--- src/sv/lsm_pkg.sv ---
// shared types, constants and helpers for the line substring matcher
// no dependencies; imported by every module of the block
`default_nettype none

package lsm_pkg;

    localparam int PATTERN_MAX = 16;
    // history cells; one is kept even when the maximum pattern length is one byte
    localparam int CELL_COUNT  = (PATTERN_MAX > 1) ? PATTERN_MAX - 1 : 1;
    localparam int LEN_W       = 5;
    localparam int USED_W      = $clog2(PATTERN_MAX + 1);
    localparam int LINE_W      = 32;
    localparam int CFG_IDX_W   = 2;
    localparam int CFG_DATA_W  = 64;
    localparam int RES_DEPTH   = 4;
    localparam int RES_PTR_W   = $clog2(RES_DEPTH);
    localparam int RES_CNT_W   = $clog2(RES_DEPTH + 1);

    localparam logic [7:0] NEWLINE_BYTE = 8'd10;

    localparam logic [CFG_IDX_W-1:0] REG_PATTERN_LENGTH = 2'd0;
    localparam logic [CFG_IDX_W-1:0] REG_PATTERN_LOW    = 2'd1;
    localparam logic [CFG_IDX_W-1:0] REG_PATTERN_HIGH   = 2'd2;

    typedef struct packed {
        logic [LINE_W-1:0] line_number;
        logic              is_end_marker;
        logic              any_found;
    } result_t;

    typedef struct packed {
        logic shift;
        logic clear;
    } cell_ctrl_t;

    // pattern byte at a given index; bytes outside the two words read as zero
    function automatic logic [7:0] pattern_byte(
        input logic [CFG_DATA_W-1:0] lo,
        input logic [CFG_DATA_W-1:0] hi,
        input int                    idx
    );
        logic [2:0] k;
        logic [7:0] val;
        k   = idx[2:0];
        val = 8'd0;
        if (idx >= 0 && idx < 8) begin
            val = lo[{k, 3'b000} +: 8];
        end
        else if (idx >= 8 && idx < 16) begin
            val = hi[{k, 3'b000} +: 8];
        end
        return val;
    endfunction

endpackage

`default_nettype wire

--- src/sv/lsm_cell.sv ---
// one history cell: holds an earlier byte of the line and compares it
// against the pattern byte aligned to its position; uses lsm_pkg
`default_nettype none

module lsm_cell
    import lsm_pkg::*;
(
    input  wire logic       clk,
    input  wire logic       rst_n,
    input  wire cell_ctrl_t ctrl,
    input  wire logic [7:0] byte_in,
    input  wire logic       vld_in,
    input  wire logic [7:0] expect_byte,
    input  wire logic       in_use,
    output logic [7:0]      byte_out,
    output logic            vld_out,
    output logic            ok
);

    logic [7:0] byte_reg;
    logic       vld_reg;

    always_ff @(posedge clk or negedge rst_n)
    begin
        if (!rst_n) begin
            vld_reg <= 1'b0;
        end
        else if (ctrl.clear) begin
            vld_reg <= 1'b0;
        end
        else if (ctrl.shift) begin
            vld_reg <= vld_in;
        end
    end

    always_ff @(posedge clk)
    begin
        if (ctrl.shift) begin
            byte_reg <= byte_in;
        end
    end

    assign byte_out = byte_reg;
    assign vld_out  = vld_reg;
    // a cell past the pattern span never blocks a match
    assign ok       = !in_use || (vld_reg && (byte_reg == expect_byte));

endmodule

`default_nettype wire

--- src/sv/lsm_result_fifo.sv ---
// small result queue between the matcher and the output channel;
// takes up to two results per cycle, hands out one; uses lsm_pkg
`default_nettype none

module lsm_result_fifo
    import lsm_pkg::*;
(
    input  wire logic       clk,
    input  wire logic       rst_n,
    input  wire logic [1:0] push_cnt,
    input  wire result_t    push_first,
    input  wire result_t    push_second,
    input  wire logic       pop,
    output result_t         head,
    output logic            not_empty,
    output logic            has_room
);

    result_t                mem [RES_DEPTH];
    logic [RES_PTR_W-1:0]   wr_ptr_reg;
    logic [RES_PTR_W-1:0]   wr_ptr_next;
    logic [RES_PTR_W-1:0]   rd_ptr_reg;
    logic [RES_PTR_W-1:0]   rd_ptr_next;
    logic [RES_CNT_W-1:0]   count_reg;
    logic [RES_CNT_W-1:0]   count_next;
    logic [RES_PTR_W-1:0]   wr_ptr_plus1;

    assign wr_ptr_plus1 = wr_ptr_reg + RES_PTR_W'(1);

    always_comb
    begin
        wr_ptr_next = wr_ptr_reg + RES_PTR_W'(push_cnt);
        rd_ptr_next = pop ? rd_ptr_reg + RES_PTR_W'(1) : rd_ptr_reg;
        count_next  = count_reg + RES_CNT_W'(push_cnt) - RES_CNT_W'(pop);
    end

    always_ff @(posedge clk or negedge rst_n)
    begin
        if (!rst_n) begin
            wr_ptr_reg <= '0;
            rd_ptr_reg <= '0;
            count_reg  <= '0;
        end
        else begin
            wr_ptr_reg <= wr_ptr_next;
            rd_ptr_reg <= rd_ptr_next;
            count_reg  <= count_next;
        end
    end

    always_ff @(posedge clk)
    begin
        if (push_cnt != 2'd0) begin
            mem[wr_ptr_reg] <= push_first;
        end
        if (push_cnt == 2'd2) begin
            mem[wr_ptr_plus1] <= push_second;
        end
    end

    assign head      = mem[rd_ptr_reg];
    assign not_empty = (count_reg != '0);
    // an item may add two results, so keep two slots free
    assign has_room  = (count_reg <= RES_CNT_W'(RES_DEPTH - 2));

endmodule

`default_nettype wire

--- src/sv/line_substring_matcher_core.sv ---
// line substring matcher: reports the number of every text line holding
// the configured pattern; uses lsm_pkg, lsm_cell and lsm_result_fifo
//
// usage:
//   text enters one byte per item on in_valid/in_ready (text_byte, and
//   end_of_text which closes the stream). a newline byte closes a line;
//   a matching line yields one item on out_valid/out_ready carrying its
//   1-based line_number. end_of_text closes an open last line and then
//   yields an end marker (is_end_marker=1, any_found) and restarts the
//   line count at one.
//   the pattern is set on cfg_valid/cfg_ready (always ready): index 0 is
//   the length, 1 and 2 the low and high pattern words; write only while
//   idle.
//   throughput is one byte per cycle while the result queue has room: a row
//   of history cells shifts the last bytes of the line and all of them
//   compare in parallel. results enter the result queue as the item that
//   closes the line is accepted. an end item may add two results; in_ready
//   drops while the 4-entry result queue has fewer than two free slots, so
//   a stalled receiver holds back input after a few results. reset clears
//   the line state, queue and pattern registers.
`default_nettype none

module line_substring_matcher_core
    import lsm_pkg::*;
(
    input  wire logic                  clk,
    input  wire logic                  rst_n,
    input  wire logic                  cfg_valid,
    output logic                       cfg_ready,
    input  wire logic [CFG_IDX_W-1:0]  cfg_index,
    input  wire logic [CFG_DATA_W-1:0] cfg_data,
    input  wire logic                  in_valid,
    output logic                       in_ready,
    input  wire logic [7:0]            text_byte,
    input  wire logic                  end_of_text,
    output logic                       out_valid,
    input  wire logic                  out_ready,
    output logic [LINE_W-1:0]          line_number,
    output logic                       is_end_marker,
    output logic                       any_found
);

    logic [LEN_W-1:0]      pattern_length_reg;
    logic [CFG_DATA_W-1:0] pattern_low_reg;
    logic [CFG_DATA_W-1:0] pattern_high_reg;

    logic                  line_matched_reg;
    logic                  line_matched_next;
    logic                  line_open_reg;
    logic                  line_open_next;
    logic [LINE_W-1:0]     current_line_reg;
    logic [LINE_W-1:0]     current_line_next;
    logic                  found_flag_reg;
    logic                  found_flag_next;

    logic [USED_W-1:0]     len_used;
    logic                  in_fire;
    logic                  is_newline;
    logic                  is_text;
    logic                  close_line;
    logic                  line_hit;
    logic                  last_ok;
    logic                  byte_match;
    cell_ctrl_t            cell_ctrl;

    logic [7:0]            cell_byte [CELL_COUNT];
    logic                  cell_vld  [CELL_COUNT];
    logic [CELL_COUNT-1:0] cell_ok;

    result_t               line_res;
    result_t               end_res;
    result_t               push_first;
    logic [1:0]            push_cnt;
    result_t               head;
    logic                  fifo_not_empty;
    logic                  fifo_has_room;

    // configuration registers
    assign cfg_ready = 1'b1;

    always_ff @(posedge clk or negedge rst_n)
    begin
        if (!rst_n) begin
            pattern_length_reg <= '0;
            pattern_low_reg    <= '0;
            pattern_high_reg   <= '0;
        end
        else if (cfg_valid && cfg_ready) begin
            unique case (cfg_index)
                REG_PATTERN_LENGTH: pattern_length_reg <= cfg_data[LEN_W-1:0];
                REG_PATTERN_LOW:    pattern_low_reg    <= cfg_data;
                REG_PATTERN_HIGH:   pattern_high_reg   <= cfg_data;
                default:            ;
            endcase
        end
    end

    assign len_used = (int'(pattern_length_reg) > PATTERN_MAX) ?
                      USED_W'(PATTERN_MAX) : USED_W'(pattern_length_reg);

    assign in_fire    = in_valid && in_ready;
    assign is_newline = !end_of_text && (text_byte == NEWLINE_BYTE);
    assign is_text    = !end_of_text && !is_newline;

    assign cell_ctrl.shift = in_fire && is_text;
    assign cell_ctrl.clear = in_fire && !is_text;

    // history row: cell 0 holds the previous byte, later cells older ones
    for (genvar i = 0; i < CELL_COUNT; i++) begin : g_cell
        logic [7:0] nb_byte;
        logic       nb_vld;
        logic       use_here;
        logic [7:0] exp_byte;

        if (i == 0) begin : g_first
            assign nb_byte = text_byte;
            assign nb_vld  = 1'b1;
        end
        else begin : g_rest
            assign nb_byte = cell_byte[i-1];
            assign nb_vld  = cell_vld[i-1];
        end

        assign use_here = (int'(len_used) >= i + 2);
        assign exp_byte = pattern_byte(pattern_low_reg, pattern_high_reg,
                                       int'(len_used) - 2 - i);

        lsm_cell u_cell (
            .clk         (clk),
            .rst_n       (rst_n),
            .ctrl        (cell_ctrl),
            .byte_in     (nb_byte),
            .vld_in      (nb_vld),
            .expect_byte (exp_byte),
            .in_use      (use_here),
            .byte_out    (cell_byte[i]),
            .vld_out     (cell_vld[i]),
            .ok          (cell_ok[i])
        );
    end

    assign last_ok    = (pattern_byte(pattern_low_reg, pattern_high_reg,
                                      int'(len_used) - 1) == text_byte);
    assign byte_match = (len_used != '0) && last_ok && (&cell_ok);

    assign close_line = is_newline || (end_of_text && line_open_reg);
    assign line_hit   = close_line && (line_matched_reg || (len_used == '0));

    always_comb
    begin
        line_matched_next = line_matched_reg;
        line_open_next    = line_open_reg;
        current_line_next = current_line_reg;
        found_flag_next   = found_flag_reg;
        if (in_fire) begin
            if (end_of_text) begin
                line_matched_next = 1'b0;
                line_open_next    = 1'b0;
                current_line_next = LINE_W'(1);
                found_flag_next   = 1'b0;
            end
            else if (is_newline) begin
                line_matched_next = 1'b0;
                line_open_next    = 1'b0;
                if (current_line_reg != '1) begin
                    current_line_next = current_line_reg + LINE_W'(1);
                end
                found_flag_next = found_flag_reg || line_hit;
            end
            else begin
                line_open_next    = 1'b1;
                line_matched_next = line_matched_reg || byte_match;
            end
        end
    end

    always_ff @(posedge clk or negedge rst_n)
    begin
        if (!rst_n) begin
            line_matched_reg <= 1'b0;
            line_open_reg    <= 1'b0;
            current_line_reg <= LINE_W'(1);
            found_flag_reg   <= 1'b0;
        end
        else begin
            line_matched_reg <= line_matched_next;
            line_open_reg    <= line_open_next;
            current_line_reg <= current_line_next;
            found_flag_reg   <= found_flag_next;
        end
    end

    // results of the accepted item, line result ahead of the end marker
    always_comb
    begin
        line_res.line_number   = current_line_reg;
        line_res.is_end_marker = 1'b0;
        line_res.any_found     = 1'b0;
        end_res.line_number    = '0;
        end_res.is_end_marker  = 1'b1;
        end_res.any_found      = found_flag_reg || line_hit;
        push_first             = line_hit ? line_res : end_res;
        push_cnt               = in_fire ?
                                 (2'(line_hit) + 2'(end_of_text)) : 2'd0;
    end

    lsm_result_fifo u_fifo (
        .clk         (clk),
        .rst_n       (rst_n),
        .push_cnt    (push_cnt),
        .push_first  (push_first),
        .push_second (end_res),
        .pop         (out_valid && out_ready),
        .head        (head),
        .not_empty   (fifo_not_empty),
        .has_room    (fifo_has_room)
    );

    assign in_ready      = fifo_has_room;
    assign out_valid     = fifo_not_empty;
    assign line_number   = head.line_number;
    assign is_end_marker = head.is_end_marker;
    assign any_found     = head.any_found;

`ifndef SYNTHESIS
    // the first history cell holds a byte exactly while a line is open
    a_open_tracks_cell: assert property (@(posedge clk) disable iff (!rst_n)
        cell_vld[0] == line_open_reg)
        else $error("line open flag and history row disagree");

    // an end item restarts the stream state
    a_end_restarts: assert property (@(posedge clk) disable iff (!rst_n)
        (in_fire && end_of_text) |=>
            (current_line_reg == LINE_W'(1)) && !found_flag_reg && !line_open_reg)
        else $error("stream state not restarted after end item");

    // the found flag clears only through an end item
    a_found_clears: assert property (@(posedge clk) disable iff (!rst_n)
        $fell(found_flag_reg) |-> $past(in_fire && end_of_text))
        else $error("found flag cleared without an end item");
`endif

endmodule

`default_nettype wire

--- config.mk ---
export PLATFORM = sky130hd
export DESIGN_NAME = line_substring_matcher_core
export DESIGN_NICKNAME = d
export VERILOG_FILES = /design/src/sv/lsm_pkg.sv /design/src/sv/lsm_cell.sv /design/src/sv/lsm_result_fifo.sv /design/src/sv/line_substring_matcher_core.sv
export SDC_FILE = /design/constraint.sdc
export NUM_CORES = 1
export LEC_CHECK = 0
export ABC_CLOCK_PERIOD_IN_PS = 7200
export BUFFER_PORTS_ARGS = -buffer_cell sky130_fd_sc_hd__buf_2
export CAP_MARGIN = 20
export CORE_UTILIZATION = 55
export CTS_CLUSTER_DIAMETER = 200
export DETAILED_ROUTE_END_ITERATION = 7
export PLACE_DENSITY = 0.72
export SLEW_MARGIN = 15
export SYNTH_ARGS = -nofsm -noshare
export SYNTH_HDL_FRONTEND = slang
export SYNTH_SLANG_ARGS = --single-unit
--- constraint.sdc ---
create_clock -name clk -period 7.2 [get_ports clk]
set_input_delay 0.36 -clock clk [delete_from_list [all_inputs] [get_ports clk]]
set_output_delay 0.36 -clock clk [all_outputs]
set_load 0.1 [all_outputs]
==> results of run 1 <==
## cell usage after synthesis, drive strengths merged (16+ instances only)
cell	instances	area share (%)
a21oi	90	1.6
a22o	130	4.1
a22oi	22	0.60
a32oi	21	0.67
and3	25	0.58
buf	68	1.9
clkbuf	117	1.6
dfrtp	189	17
dfxtp	132	9.6
edfxtp	124	13
ha	28	1.3
inv	61	0.85
mux2	167	6.8
mux2i	162	5.9
mux4	136	11
nand2	114	1.5
nand2b	21	0.53
nand3	45	0.81
nand3b	21	0.57
nor2	102	1.4
nor3	28	0.51
nor4	20	0.60
o211ai	20	0.54
o21ai	93	1.7
o221ai	16	0.51
o22ai	67	1.5
or3	36	0.81
xnor2	50	1.6
xor2	69	2.2
## cells by family after synthesis
group	count (synthesis)	synth area share [%]
AO/OA/AOI/OAI	607	15.9
AND/OR/NAND/NOR	522	10.5
multiplexers	465	23.8
flip-flops	446	40.2
buffers and inverters	248	4.39
XOR/XNOR	120	3.90
adder cells (fa/ha/maj)	29	1.34
other	1	0.0136
## routing by layer
layer | track usage, % | vias to the layer above | part of all wire (%)
li1 | - | 9623 | -
met1 | 57.1 | 11700 | 40
met2 | 59.4 | 1572 | 43
met3 | 10.3 | 303 | 12
met4 | 15.4 | 0 | 4.5
met5 | 0 | - | 0
## how the worst max path moves through the flow
stage,startpoint,to,slack [ns],depth (start not counted)
floorplan,u_fifo.count_reg[0]$_DFF_PN0_,g_cell[0].u_cell.byte_out[0]$_DFFE_PP_,1.03,4
global placement,pattern_length_reg[1]$_DFFE_PN0P_,line_matched_reg$_DFFE_PN0P_,1.62,15
detailed placement,pattern_length_reg[1]$_DFFE_PN0P_,line_matched_reg$_DFFE_PN0P_,1.58,18
CTS,pattern_length_reg[1]$_DFFE_PN0P_,line_matched_reg$_DFFE_PN0P_,1.54,18
global route,pattern_length_reg[1]$_DFFE_PN0P_,line_matched_reg$_DFFE_PN0P_,1.09,18
finish,pattern_length_reg[1]$_DFFE_PN0P_,line_matched_reg$_DFFE_PN0P_,1.38,18
## worst max-delay path, cell delays in order, from the launching register on
cell and delay [ns]:
dfrtp_4 0.72, nand2b_4 0.34, ha_1 0.22, inv_1 0.12, xnor2_1 0.86, inv_2 0.28, ha_1 0.46, inv_1 0.23
ha_1 0.20, a31oi_1 0.04, a211oi_1 0.51, inv_1 0.24, o22ai_1 0.35, or2_2 0.17, and4b_1 0.25, a32oi_1 0.17
nor4_2 0.29, nand4_1 0.11, a21oi_1 0.15
## final cells by class
class                   count  area share (%)
multi-input cells        1744            50.7
flip-flops and latches    446            36.7
clock buffers              67            4.53
repair buffers            183            3.78
well taps                 664            2.74
clock inverters            21           0.796
inverters                  63           0.796
diodes                      1         0.00825
## what timing repair did
action,4_1_cts,5_1_grt
hold buffers,21,0
resized for setup,0,0
endpoints found under the hold margin,123,0
## through the flow
stage                     setup slack (ns)  std cells  hold WS [ns]  util [%]
final                                 1.38       3189        0.0196      61.6
after global routing                  1.09       3188        0.0190      61.6
after CTS                             1.54       3188      0.000469      61.6
after detailed placement              1.58       3079         0.442      57.9
after global placement                1.62       3079         0.444      57.9
after floorplan                       1.03       2438        0.0644         -
## report_power, final
group          internal (mW)  total, mW  switching (mW)
clock network           1.45       2.51            1.06
logic                   2.17       5.93            3.76
registers               2.93       3.47           0.536
==> results by group, run 1 <==
Status
  • Outcome: finished clean

Clock tree
  • Clock root buffer: clkbuf_16
  • Clock buffer depth: 3
  • Htree depth: 2
  • CTS buffer count: 47
  • Setup Fix Bufs, Post-CTS: 0
  • CTS tree: done
  • Reg clk slew, reported paths: 0.07 ns
  • Clock sinks: 446
  • Worst-Skew Late Latency: 0.60 ns

Cells and area
  • Share of cells above drive strength 1: 23.7%
  • Register area: 11100 um2
  • Fin area: 30300 um2
  • Multi-input gate area: 15400 um2
  • Largest register FFs: 136
  • Final nets: 2594
  • Commonest non-fill, non-tap cell in the layout: dfrtp_1
  • Fillcell total: 4023
  • Most flops, register: u_fifo.mem
  • Layout area overhead: 9.74%
  • Most frequent cells in the layout: dfrtp_1, mux2_2, mux2i_1

STA
  • Final number of hold-violating endpoints: 0
  • Max Clk Rate: 172 MHz
  • Final worst path period share: 80.8%
  • Unrepaired setup endpoints after global routing: no
  • Tmin final: 5.82 ns
  • Final Skew: 0.0216 ns
  • Final TNS setup: 0 ns
  • Worst Tran Pin Value: 1.18 ns
  • Slew headroom: 19.2%
  • Max Slew Vio Count: 0
  • Setup Viol. Count Final: 0

Worst hold path
  • Worst Hold Class: in2reg
  • Hold Path Origin: cfg_data[9]
  • Hold path depth: 2
  • WHS Endpoint: pattern_low_reg[9]$_DFFE_PN0P_

Synth
  • Post-synth top flop: dfrtp_1
  • Warnings from Yosys: 0
  • Post-synthesis sequential area ratio: 40.2%
  • Post-synth EDFFs: 124
  • Gate Count Post-Synth: 2438
  • Count of cell types in the netlist: 102
  • Register bit total from synthesis: 446
  • Cell Area, Synth: 27700 um2
  • Mapped Nets: 2547
  • Syn Area/Cell: 11.3 um2
  • FFs w/ async S/R, synth: 42.6%

Placed design
  • HPWL after DPL: 77500 um
  • Final GP Congestion: 1.11
  • Area post-placement: 28500 um2
  • IO Port Bufs: 115

Routing
  • Via count: 23200
  • Drt drc: 0
  • Via density: 7.28
  • Detailed router's first-iteration violation count: 3388
  • ANT nets after route: 0
  • Router iterations before antenna repair: 6
  • Wire per inst: 32.4 um
  • Final wirelength: 103000 um

Power
  • Max IR drop VDD: 0.224 mV
  • Tot Pwr: 11.9 mW
  • P_leak: 11.9 nW
  • PD cells: 393 nW/um2

Worst setup path
  • Arr. time, crit path: 6.34 ns
  • Worst reg2reg endpoint: line_matched_reg$_DFFE_PN0P_
  • CP required: 7.72 ns
  • Startpoint Class: register
  • CP max FO: 38
  • FF-to-FF Start: pattern_length_reg[1]$_DFFE_PN0P_
  • Crit end category: register
  • R2r setup slk: 1.38 ns
  • Critical path type: reg2reg
  • FF-to-FF path depth: 18

Global routing
  • GRT Util Overall: 40.4%
  • First-pass GRT wire length: 149000 um
  • Number of global-route vias before repair: 21600
  • Grt ovf: 0
  • Largest net degree at the start of global routing: 97
  • Initial antenna violation count: 3

Die
  • Die width: 226 um
  • Die Ht: 226 um
  • Die footprint: 51200 um2
  • Starting Density: 56.1%
  • Core ar.: 49300 um2
  • IO Pins: 117
  • Rows: 81

Flow run
  • Max-cap violations: 0
No activity file was read; power rests on OpenSTA's default activity.
==> run 2: changes to the inputs <==
--- a/config.mk
+++ b/config.mk
@@ -5,7 +5,7 @@
 export SDC_FILE = /design/constraint.sdc
 export NUM_CORES = 1
 export LEC_CHECK = 0
-export ABC_CLOCK_PERIOD_IN_PS = 7200
+export ABC_CLOCK_PERIOD_IN_PS = 6000
 export BUFFER_PORTS_ARGS = -buffer_cell sky130_fd_sc_hd__buf_2
 export CAP_MARGIN = 20
 export CORE_UTILIZATION = 55
==> constraint.sdc (replaced) <==
create_clock -name clk -period 6 [get_ports clk]
set_input_delay 0.3 -clock clk [delete_from_list [all_inputs] [get_ports clk]]
set_output_delay 0.3 -clock clk [all_outputs]
set_load 0.1 [all_outputs]
==> run 2 against run 1 <==
Final cell count increased by 2.0%. Critical path depth unchanged. Via count increased by 1.3%. Clock power increased by 16%. Global-route usage increased by 1.4 points. Sequential power increased by 21%. Worst setup slack got worse by 1.1 ns. Combinational power increased by 22%. Clock skew decreased by 0.00082 ns. Cell area increased by 1.9%. Critical path type unchanged.
==> results by group, run 2 (synthesized netlist as in run 1, its figures left out) <==
Worst setup path
  • Delay of the slowest cell on the worst path: 0.74 ns
  • CP required: 6.52 ns
  • CP max FO: 35
  • Arr. time, crit path: 6.25 ns
  • Crit end category: register
  • CP Cell Sequence: nand2b_1, buf_4, ha_1, buf_4, nor2b_1, o21ai_0, a211oi_1, ha_1, a2111oi_0, a41oi_2, nor2_1, a311oi_1, xnor2_1, a2111oi_4, o2111ai_1, nor4_2, nand4_1, a21oi_1
  • Worst path bufs/invs: 2
  • Cell family with most CP delay: compound AO/OA/AOI/OAI gates
  • Slowest cell on crit path: a311oi_1
  • Startpoint Class: register
  • Critical path type: reg2reg

STA
  • Max Slew Vio Count: 0
  • Final Skew: 0.0208 ns
  • Tmin final: 5.73 ns
  • Final TNS setup: 0 ns
  • Max Clk Rate: 175 MHz
  • Worst Tran Pin Value: 1.23 ns
  • Setup Viol. Count Final: 0
  • Final number of hold-violating endpoints: 0
  • Final worst path period share: 95.5%
  • Unrepaired setup endpoints after global routing: no
  • Hold slack: 0.104 ns
  • Slew headroom: 17.7%

Die
  • Rows: 81
  • Die width: 226 um
  • Core ar.: 49300 um2
  • Starting Density: 56.1%
  • Die footprint: 51200 um2
  • Die Ht: 226 um
  • IO Pins: 117

Clock tree
  • Clock root buffer: clkbuf_16
  • Reg clk slew, reported paths: 0.07 ns
  • Clock sinks: 446
  • Worst-Skew Late Latency: 0.59 ns
  • CTS tree: done
  • Clock buffer depth: 3
  • Htree depth: 2
  • Setup Fix Bufs, Post-CTS: 0
  • CTS buffer count: 45

Cells and area
  • Largest register FFs: 136
  • Final core utilization: 62.8%
  • Final nets: 2660
  • Share of cells above drive strength 1: 23.4%
  • Fillcell total: 3908
  • Most flops, register: u_fifo.mem
  • Layout area overhead: 11.8%
  • Final cell count without fillers: 3254
  • Most frequent cells in the layout: dfrtp_1, mux2_2, mux2i_1
  • Commonest non-fill, non-tap cell in the layout: dfrtp_1

Power
  • PD cells: 464 nW/um2
  • P_leak: 12.1 nW
  • Cell-internal power: 7.87 mW
  • Combinational share of power: 50.6%
  • Sw Share: 45.1%
  • Reg power frac: 29.2%
  • Max IR drop VDD: 0.346 mV
  • Clock group share of total power: 20.2%
  • Sw power: 6.47 mW

Routing
  • Final wirelength: 106000 um
  • Detailed router's first-iteration violation count: 3672
  • Via density: 7.23
  • Via count: 23500
  • Drt drc: 0
  • Router iterations before antenna repair: 7
  • ANT nets after route: 0
  • Wire per inst: 32.7 um

Global routing
  • Largest net degree at the start of global routing: 151
  • Number of global-route vias before repair: 22100
  • Grt ovf: 0
  • GRT Util Overall: 41.8%
  • First-pass GRT wire length: 154000 um
  • Initial antenna violation count: 6

Placed design
  • IO Port Bufs: 115
  • Final GP Congestion: 1.12
  • HPWL after DPL: 79400 um
  • Placed cells: 3096

Status
  • Outcome: finished clean

Flow run
  • Max-cap violations: 0

Worst hold path
  • Worst Hold Class: in2reg
run 2: cell count changes in the layout (fill, tap and decap cells not counted), sizes merged:
cell,delta
dlygate4sd3,+51
clkinvlp,-2
buf,+17
diode,+1
clkinv,-2
inv,+1
clkbuf,-1
run 2: path summary, 6_finish.rpt:
kind	startpoint	to	slack [ns]	cells after the start
max reg2reg	pattern_length_reg[4]$_DFFE_PN0P_	line_matched_reg$_DFFE_PN0P_	0.27	18
min	out_ready	u_fifo.rd_ptr_reg[0]$_DFFE_PN0P_	0.10	3
min in group asynchronous	rst_n	pattern_high_reg[25]$_DFFE_PN0P_	0.22	2
max	pattern_length_reg[4]$_DFFE_PN0P_	line_matched_reg$_DFFE_PN0P_	0.27	18
max in group asynchronous	rst_n	u_fifo.rd_ptr_reg[0]$_DFFE_PN0P_	4.52	3
min reg2reg	g_cell[4].u_cell.byte_out[3]$_DFFE_PP_	g_cell[5].u_cell.byte_out[3]$_DFFE_PP_	0.47	0
run 2: tightest hold or removal path, cell delays in order:
cell and delay, ns:
buf_2 0.08, and2_1 0.18, xor2_1 0.09
run 2: metal layers:
layer / part of all wire [%] / up-vias / GRT usage (%)
met5: 0.030 / - / 0
met4: 4.9 / 4 / 17.7
met3: 12 / 301 / 10.7
met2: 43 / 1568 / 61.1
met1: 40 / 11900 / 58.7
li1: - / 9744 / -
run 2: area by class of cell:
class                           instances  area [um2]  share of cell area, %
Antenna cell                            2        5.00                 0.0162
Clock buffer                           66        1320                   4.26
Clock inverter                         18         191                  0.619
Inverter                               63         241                  0.781
Multi-Input combinational cell       1744       15400                   49.7
Sequential cell                       446       11100                   36.0
Tap cell                              664         831                   2.69
Timing Repair Buffer                  251        1840                   5.93
run 2: power groups by stage:
stage                     logic, mW  clock network, mW  registers, mW
after floorplan                4.80                  0           3.85
after global placement         6.87                  0           4.17
after detailed placement       6.92                  0           4.19
after CTS                      6.98               2.92           4.14
after global routing           7.50               3.03           4.21
final                          7.26               2.90           4.19
run 2: stage by stage:
step	area [um2]	power, mW	worst slack (ns)
finish	30900	14.3	0.270
global route	30900	14.7	0.146
CTS	30900	14.0	0.131
detailed placement	28700	11.1	0.144
global placement	28700	11.0	0.223
floorplan	27700	8.65	1.07
run 2: timing repair:
action / 4_1_cts / 5_1_grt
endpoints found under the hold margin: 173 / 0
resized for setup: 0 / 1
endpoints found under the setup margin: 0 / 1
hold buffers: 72 / 0
